--- src/design/xlb_pkg.sv ---
package xlb_pkg;

  // Generator geometry
  localparam int LANES        = 16;
  localparam int BUFFER_WORDS = 1024;

  // Derived sizes
  localparam int LANE_W   = (LANES > 1) ? $clog2(LANES) : 1;
  localparam int ROUNDS   = (BUFFER_WORDS + LANES - 1) / LANES;
  localparam int ROW_W    = (ROUNDS > 1) ? $clog2(ROUNDS) : 1;
  localparam int WLEFT_W  = $clog2(BUFFER_WORDS + 1);
  localparam int LAST_ROW = (BUFFER_WORDS - 1) / LANES;
  localparam int LAST_COL = (BUFFER_WORDS - 1) % LANES;

  // Command queue between front and back
  localparam int QDEPTH = 4;
  localparam int QPTR_W = $clog2(QDEPTH);

  // Item kinds on the input tuser
  localparam logic MODE_LOAD = 1'b0;
  localparam logic MODE_DRAW = 1'b1;

  // One buffer row: one word per lane
  typedef logic [LANES-1:0][31:0] row_t;

  // Classified input item
  typedef struct packed {
    logic        draw;
    logic        lane_ok;
    logic [3:0]  lane;
    logic [1:0]  slot;
    logic [31:0] value;
  } cmd_t;

  // Back-end control toward the lane state
  typedef struct packed {
    logic              load;
    logic              step;
    logic [LANE_W-1:0] lane;
    logic [1:0]        slot;
    logic [31:0]       value;
  } lane_ctrl_t;

  // Back-end status for checking
  typedef struct packed {
    logic filling;
    logic issue;
    logic pend;
  } back_stat_t;

endpackage

--- src/design/xlb_queue.sv ---
module xlb_queue
  import xlb_pkg::*;
(
  input  logic clk,
  input  logic rst,
  input  logic push,
  input  cmd_t push_cmd,
  output logic full,
  input  logic pop,
  output logic empty,
  output cmd_t head
);

  cmd_t              entries [QDEPTH];
  logic [QPTR_W-1:0] wr_ptr;
  logic [QPTR_W-1:0] rd_ptr;
  logic [QPTR_W:0]   count;

  assign full  = (count == (QPTR_W+1)'(QDEPTH));
  assign empty = (count == '0);
  assign head  = entries[rd_ptr];

  // Store pushed items
  always_ff @(posedge clk) begin
    if (push) begin
      entries[wr_ptr] <= push_cmd;
    end
  end

  // Advance pointers and fill count
  always_ff @(posedge clk) begin
    if (rst) begin
      wr_ptr <= '0;
      rd_ptr <= '0;
      count  <= '0;
    end else begin
      if (push) begin
        wr_ptr <= wr_ptr + 1'b1;
      end
      if (pop) begin
        rd_ptr <= rd_ptr + 1'b1;
      end
      case ({push, pop})
        2'b10:   count <= count + 1'b1;
        2'b01:   count <= count - 1'b1;
        default: count <= count;
      endcase
    end
  end

endmodule

--- config.mk ---
export PLATFORM = sky130hd
export DESIGN_NAME = xlb_queue
export DESIGN_NICKNAME = d
export VERILOG_FILES = /design/src/design/xlb_pkg.sv /design/src/design/xlb_queue.sv
export SDC_FILE = /design/constraint.sdc
export NUM_CORES = 1
export LEC_CHECK = 0
export BUFFER_PORTS_ARGS = -buffer_cell sky130_fd_sc_hd__buf_4
export CAP_MARGIN = 20
export CORE_MARGIN = 2
export CORE_UTILIZATION = 25
export CTS_CLUSTER_SIZE = 25
export DETAILED_ROUTE_END_ITERATION = 8
export GPL_TIMING_DRIVEN = 0
export REMOVE_ABC_BUFFERS = 1
export SETUP_SLACK_MARGIN = 0.5
export SLEW_MARGIN = 20
export SYNTH_ARGS = -nofsm -noshare
export SYNTH_HDL_FRONTEND = slang
export SYNTH_SLANG_ARGS = --single-unit
--- constraint.sdc ---
create_clock -name clk -period 3.6 [get_ports clk]
set_input_delay 0.36 -clock clk [delete_from_list [all_inputs] [get_ports clk]]
set_output_delay 0.36 -clock clk [all_outputs]
set_load 0.02 [all_outputs]
# Yosys cells after proc, flatten, opt, wreduce, memory -nomap -nowiden
# Memories as Yosys holds them, arrays and structs flattened. A register that Yosys moved wholly into a read port is not among the register bits.
# Index checks and enable logic that the tools add are counted.
[word_totals]
mem_bits_rw = 160
output_inout_bits = 42
in_bits = 44
register_bits = 7
n_memories = 1
[classes]
eq_ne = 3
n_reduce_logical = 2
muxes = 5
addsub = 4
[memory_table]
columns = ["memory", "words", "width", "rd", "rd_ports_with_merged_regs", "write_ports", "line", "source"]
rows = [
  ["entries", 4, 40, 1, 1, 1, "xlb_queue.sv:14", "cmd_t entries [QDEPTH];"],
]
[op_table]
columns = ["cell", "n"]
rows = [
  ["case mux 3 bit (2 select lines)", 1],
  ["adder 2 x 1 -> 2 bit, second input constant", 2],
  ["2-to-1 mux 2 bit", 2],
  ["adder 3 x 1 -> 3 bit, second input constant", 1],
  ["equality test 3 bit, second input constant", 1],
  ["logical NOT 3 bit", 1],
  ["subtractor 3 x 1 -> 3 bit, second input constant", 1],
  ["equality test 2 x 1 -> 1 bit, second input constant", 1],
  ["equality test 2 bit, second input constant", 1],
  ["2-to-1 mux 1 bit", 2],
  ["nonzero test 2 bit", 1],
]

# Logic depth before layout (Yosys ltp)
# Gate-level depths: netlist of the first run.
[depth]
depth_word = 3
depth_mapped = 7
ltp_nobuf = 7

# Least setup slack after synthesis of the first run
# No wires, ideal clock.
[synth_timing]
kind = "register to register"
startpoint = "reg wr_ptr[0]"
endpoint = "mem entries[2][0] (netlist name) (enable)"
path_buffers = 0
stages_incl_launch_ff = 4
t_arrival_ns = 1.511
setup_slack_ns = 1.688
path_cell_list = "dfxtp_1 -> inv_1 -> ha_1 -> and2_1"
[synth_rtl]
columns = ["element", "line", "source"]
rows = [
  ["from (decl)", "xlb_queue.sv:15", "logic [QPTR_W-1:0] wr_ptr;"],
  ["from (signal assigned)", "xlb_queue.sv:38", "wr_ptr <= wr_ptr + 1'b1;"],
  ["to (decl)", "xlb_queue.sv:14", ""],
]
# Straight into the memory's write port.

==> out/qor.csv, run 1 <==
metric,value,unit
outcome,"finished, final reports clean",
antenna_found_initial,0,
skew,0.00703,ns
drc,0,
cts_max_path_buffers,2,
tightestPinTransition,0.678,ns
min_period_over_period,67.4,%
drt_iter0_markers,151,
insertion_delay,0.41,ns
ys_seq_area_share,79.7,%
required,3.24,ns
yosysUniqueCellTypes,21,
hold_path.class,in -> reg,
r2r_setup_slack,2.02,ns
place_inst,657,
syn_area,0.00625,sq mm
cp-start-kind,register,
port_buffers,85,
die_x,162,microns
vias,2791,
cts.sinks,169,
dr.pass1.iters,4,
n_antenna_cell,0,
die-area,0.0263,sq mm
setup-violations-final,0,
rr_startpoint,count[0],
timing_worst_setup_path_type,reg -> out,
final.setup.worst_slack,1.17,ns
crit_chain,buf_12 > mux4_2 > buf_4,
root_buffer,clkbuf_16,
drv_cap,0,
wl_per_cell,16.3,microns
cts_htree_levels,4,
ys_seq_elements,169,
synth_warnings,0,
max_freq,412,MHz
max_stage_delay,0.62,ns
clk_pin_slew_worst_paths,0.07,ns
row_count,57,
cts_repair_resize_count,0,
area_delta_synth_final,24.5,%
worstReg2RegEnd,count[2],
pre_cts_ws,1.57,ns
core_area,0.0245,sq mm
first_global_vias,3229,
fin_nets,402,
cts_hold_buf,0,
maxSlewViolCount,0,
dieHeight,162,microns
power.density,577,mW/mm^2
regArea,0.00499,sq mm
crit_end,head[31],
arrival,2.07,ns
grt_use_total,9.14,%
avgSynthCellArea,24.4,sq um
rr_worst_depth,5,
final_cells,689,
multi_input_area,0.00114,sq mm
io_pins,86,
gp_congestion,0.691,
grt_pass1_wl,17900,microns
postCtsSetupBuffers,0,
synth_cells,256,
initial_core_util,25.6,%
grt_overflow,0,
end_kind,primary output,
cp_max_fo,21,
slew-limit-headroom,54.8,%
hold_viol_final,0,
cts_buffers,17,
final_layout_size_suffix_gt1_share,44.7,%
cts_tree,yes,
wirelength,11300,microns
vias_per_cell,4.05,
fill_cells,2357,
fin_crit,2.43,ns
cp_slowest_cell,dfxtp_4,
grt_start_max_net_pins,41,
dp_hpwl,6810,microns
peakVddDrop,240,uV
leakagePower,2.59,nW
ant_nets,0,
rsz0062_at_grt,no,
==> kinds of logic (layout without fill, tap and decap cells) <==
| kind of cell | after synthesis | count (layout) | share of synthesized area, % |
|---|---|---|---|
| AOI/OAI and AO/OA | 3 | 3 | 0.240 |
| xor gates and xnor gates | 5 | 5 | 0.701 |
| adders and majority gates | 6 | 6 | 1.32 |
| buffers and inverters | 16 | 125 | 2.20 |
| DFF | 169 | 169 | 79.7 |
| muxes | 41 | 41 | 14.6 |
| and+or+nand+nor | 16 | 16 | 1.22 |
==> worst min path at each step <==
stage,start,end,slack (ns),cells past startpoint
floorplan,rst,count[2],0.43,1
global placement,count[2],count[2],0.48,2
finish,push_cmd[27],entries[2][27],0.14,1
detailed placement,count[1],count[1],0.52,2
global route,push_cmd[38],entries[2][38],0.12,1
CTS,push_cmd[27],entries[2][27],0.12,1
==> registers in the layout, indices dropped and copies added, names as in the netlist, named ones only <==
name and cells:
wr_ptr 2, entries 160, count 3, rd_ptr 2
==> where the power goes <==
| part | internal (mW) | switching [mW] | leakage, nW |
|---|---|---|---|
| combinational | 0.247 | 0.267 | 0.773 |
| sequential | 2.25 | 0.0445 | 1.54 |
| clock | 0.900 | 0.776 | 0.267 |
| total | 3.40 | 1.09 | 2.59 |
==> final cells by class <==
| cell class | count | area share, % |
|---|---|---|
| clock inverters | 14 | 1.53 |
| multi-input cells | 71 | 14.6 |
| flip-flops and latches | 169 | 64.1 |
| clock buffers | 18 | 5.51 |
| inverters | 6 | 0.289 |
| repair buffers | 87 | 8.71 |
| well taps | 324 | 5.21 |
==> routing by layer <==
metal	wire, microns	part of all wire, %	up-vias	global-route usage [%]
met1	4820	43	1465	10.7
met2	5770	51	63	15.6
li1	-	-	1254	-
met5	0	0	-	0
met3	525	4.7	9	2.86
met4	148	1.3	0	3.82
==> metrics by stage <==
step           utilization, %  area [sq um]  power [mW]  hold slack [ns]  TNS, ns
2_1_floorplan               -          6140        2.62            0.429        0
3_5_place_dp             29.6          7230        2.87            0.515        0
3_3_place_gp             29.3          7180        2.85            0.477    -4.19
6_report                 31.8          7780        4.49            0.143        0
5_1_grt                  31.8          7780        4.67            0.120        0
4_1_cts                  31.8          7780        4.56            0.119        0
==> cells in the final DEF (no fill, tap or decap), drive strengths merged <==
| cell | Yosys | final |
|---|---|---|
| mux2i | 1 | 1 |
| clkinvlp | 0 | 1 |
| xnor2 | 2 | 2 |
| edfxtp | 160 | 160 |
| buf | 9 | 87 |
| clkbuf | 1 | 18 |
| dfxtp | 9 | 9 |
| clkinv | 0 | 9 |
| and3 | 1 | 1 |
| fa | 1 | 1 |
| mux4 | 40 | 40 |
| nand2 | 1 | 1 |
| nor3 | 1 | 1 |
| and2 | 4 | 4 |
| or3 | 1 | 1 |
| o21ai | 1 | 1 |
| a21oi | 2 | 2 |
| inv | 6 | 10 |
| nor2 | 8 | 8 |
| xor2 | 3 | 3 |
| ha | 5 | 5 |
==> synthesized netlist by cell type, drive strengths merged <==
cell / n / area [sq um]
a21oi: 2 / 10.0
o21ai: 1 / 5.00
nand2: 1 / 3.75
buf: 9 / 111
edfxtp: 160 / 4800
and2: 4 / 25.0
inv: 6 / 22.5
dfxtp: 9 / 180
xor2: 3 / 26.3
fa: 1 / 20.0
mux2i: 1 / 10.0
or3: 1 / 6.26
clkbuf: 1 / 3.75
xnor2: 2 / 17.5
ha: 5 / 62.6
nor2: 8 / 30.0
and3: 1 / 6.26
mux4: 40 / 901
nor3: 1 / 5.00
==> worst max-delay path: cells and delay by family (launching register included) <==
family,cells,cell delay (ns)
buf+inv,2,0.46
flops,1,0.62
mux,1,0.55
No activity file was read; power rests on OpenSTA's default activity.
==> run 2, diff against run 1 <==
==> constraint.sdc (replaced) <==
create_clock -name clk -period 2 [get_ports clk]
set_input_delay 0.2 -clock clk [delete_from_list [all_inputs] [get_ports clk]]
set_output_delay 0.2 -clock clk [all_outputs]
set_load 0.02 [all_outputs]
==> run 2 against run 1 <==
Effect of this change:
- via count increased by 11%
- cell area grew 11%
- critical path depth grew 1
- die area unchanged
- sequential power is 78% higher
- clock-buffer cell count stayed put
- worst setup slack worse by 1.1 ns
- combinational power increased to 2.5 times the previous value
- largest cell class unchanged
- largest power group unchanged
==> out/qor.csv, run 2 (synthesis results as in run 1) <==
metric,value,unit,change
r2r_setup_slack,0.55,ns,-1.47 ns
largest_register_ffs,160,,unchanged
skew,0.00640,ns,-0.000625 ns
rr_worst_depth,5,,unchanged
use_met3,2.58,%,-0.28 points
insertion_delay,0.41,ns,about the same
required,1.80,ns,-1.44 ns
hold_path_depth,3,,+2
multi_input_area,0.00127,sq mm,+11%
cp-start-kind,register,,
grt_pass1_wl,20100,microns,+12%
fin_nets,464,,+15%
power.density,971,mW/mm^2,+68%
tns,0,ns,unchanged
die_x,162,microns,unchanged
final_layout_size_suffix_gt1_share,45.4,%,+0.78 points
clk_pin_slew_worst_paths,0.06,ns,about the same
cts.sinks,169,,unchanged
fill_cells,2305,,-2.2%
dr.pass1.iters,4,,unchanged
core_area,0.0245,sq mm,unchanged
clkPwrFrac,35.7,%,-1.6 points
first_global_vias,3442,,+6.6%
gr-usage-met2,18.0,%,+2.5 points
cp_max_fo,9,,-57%
gp_congestion,0.691,,unchanged
area_delta_synth_final,38.3,%,
cts_max_path_buffers,2,,unchanged
min_period_over_period,98.2,%,
port_buffers,85,,unchanged
cp_common_cell,buf_12,,
final_cells,751,,+9.0%
rsz0062_at_grt,yes,,
dieHeight,162,microns,unchanged
ant_nets,0,,unchanged
grt_use_total,10.6,%,+1.4 points
drt_iter0_markers,159,,+5.3%
grt_start_max_net_pins,23,,-44%
dp_hpwl,6810,microns,unchanged
antenna_found_initial,0,,unchanged
end_kind,primary output,,
vias_per_cell,4.14,,+2.1%
hold-worst-slack,0.0831,ns,-0.0597 ns
wl_per_cell,19.5,microns,+19%
final_core_util,35.3,%,+3.5 points
initial_core_util,25.6,%,unchanged
vias,3107,,+11%
outcome,"finished, final reports clean",,
hold_path.class,in -> reg,,
tightestPinTransition,0.263,ns,-0.414 ns
p_comb_share,15.4,%,+3.9 points
io_pins,86,,unchanged
n_antenna_cell,0,,unchanged
final_cell_mix,"edfxtp_1 (160), buf_4 (46), dlygate4sd3_1 (41)",,
top_register,entries,,
max_freq,509,MHz,
grt_overflow,0,,unchanged
cp_num_buf_inv,3,,+1
die-area,0.0263,sq mm,unchanged
peakVddDrop,413,uV,+72%
max_stage_delay,0.53,ns,-0.09 ns
seqPwrFrac,48.9,%,-2.3 points
fin_crit,1.96,ns,
place_inst,657,,unchanged
slew-limit-headroom,82.4,%,+28 points
setup-violations-final,0,,unchanged
crit_cells,4,,+1
p_sw_share,24.5,%,+0.23 points
maxSlewViolCount,0,,unchanged
grtUsageMet1,13.0,%,+2.3 points
cts_buffers,17,,unchanged
leakagePower,2.93,nW,+13%
row_count,57,,unchanged
p_sw,2.05,mW,+89%
hold_viol_final,0,,unchanged
drc,0,,unchanged
cts_htree_levels,4,,unchanged
wirelength,14600,microns,+30%
layout_commonest_cell,edfxtp_1,,
regArea,0.00499,sq mm,+0.10%
root_buffer,clkbuf_16,,
p_int,6.34,mW,+86%
cp_slowest_cell,mux4_2,,
busiest_layer,met2,,
crit_chain,buf_12 > buf_12 > mux4_2 > buf_6,,
drv_cap,0,,unchanged
arrival,1.76,ns,-0.31 ns
reg.largest.list,"entries: 160 flops, count: 3 flops",,
path_delay_family,multiplexers,,
power,8.40,mW,+87%
timing_worst_setup_path_type,reg -> out,,
cts_tree,yes,,
run 2: cell count changes in the layout (fill, tap and decap cells not counted), sizes merged:
cell	previous run	this run
buf	87	94
dlygate4sd3	0	41
clkbuf	18	19
and2	4	17
run 2: path summary, 6_finish.rpt:
path / endpoint / start
worst max-delay path: head[15] / register
worst min-delay path: register / pop
worst max register to register: count[2] / count[0]
worst min register to register: count[1] / count[1]
run 2: metrics by stage:
| stage | worst slack (ns) | area [sq um] |
|---|---|---|
| 2_1_floorplan | -0.693 | 6140 |
| 3_3_place_gp | -1.57 | 7180 |
| 3_5_place_dp | 0.126 | 7230 |
| 4_1_cts | -0.000573 | 8530 |
| 5_1_grt | -0.0348 | 8640 |
| 6_report | 0.0356 | 8640 |
run 2: power groups by stage:
stage	combinational, mW	sequential [mW]	clock (mW)
final	1.29	4.10	3.00
after global routing	1.38	4.12	3.25
after CTS	1.26	4.11	3.12
after detailed placement	0.946	4.22	0
after global placement	0.878	4.26	0
after floorplan	0.503	4.22	0
run 2: cell type report:
type	instances	area share [%]
Clock buffer	18	4.96
Tap cell	324	4.69
Sequential cell	169	57.8
Clock inverter	14	1.38
Inverter	6	0.261
Timing Repair Buffer	136	16.3
Multi-Input combinational cell	84	14.7
run 2: timing repair:
item                                   4_1_cts  5_1_grt
gates cloned                                 5       10
resized for setup                           50       14
setup endpoints to repair                  201      164
endpoints found under the hold margin      164        0
pin swaps                                    1        3
hold buffers                                41        0
setup buffers                                6        0
run 2: tightest hold or removal path: cells and delay by family:
family,cells,cell delay (ns)
buffers and inverters,1,0.10
XOR/XNOR,1,0.09
AND/OR/NAND/NOR,1,0.08
run 2: layer usage:
metal  part of all wire (%)  routed length, microns
met1                     45                    6600
met5                      0                       0
met3                    3.4                     500
met2                     51                    7380
met4                   0.92                     135
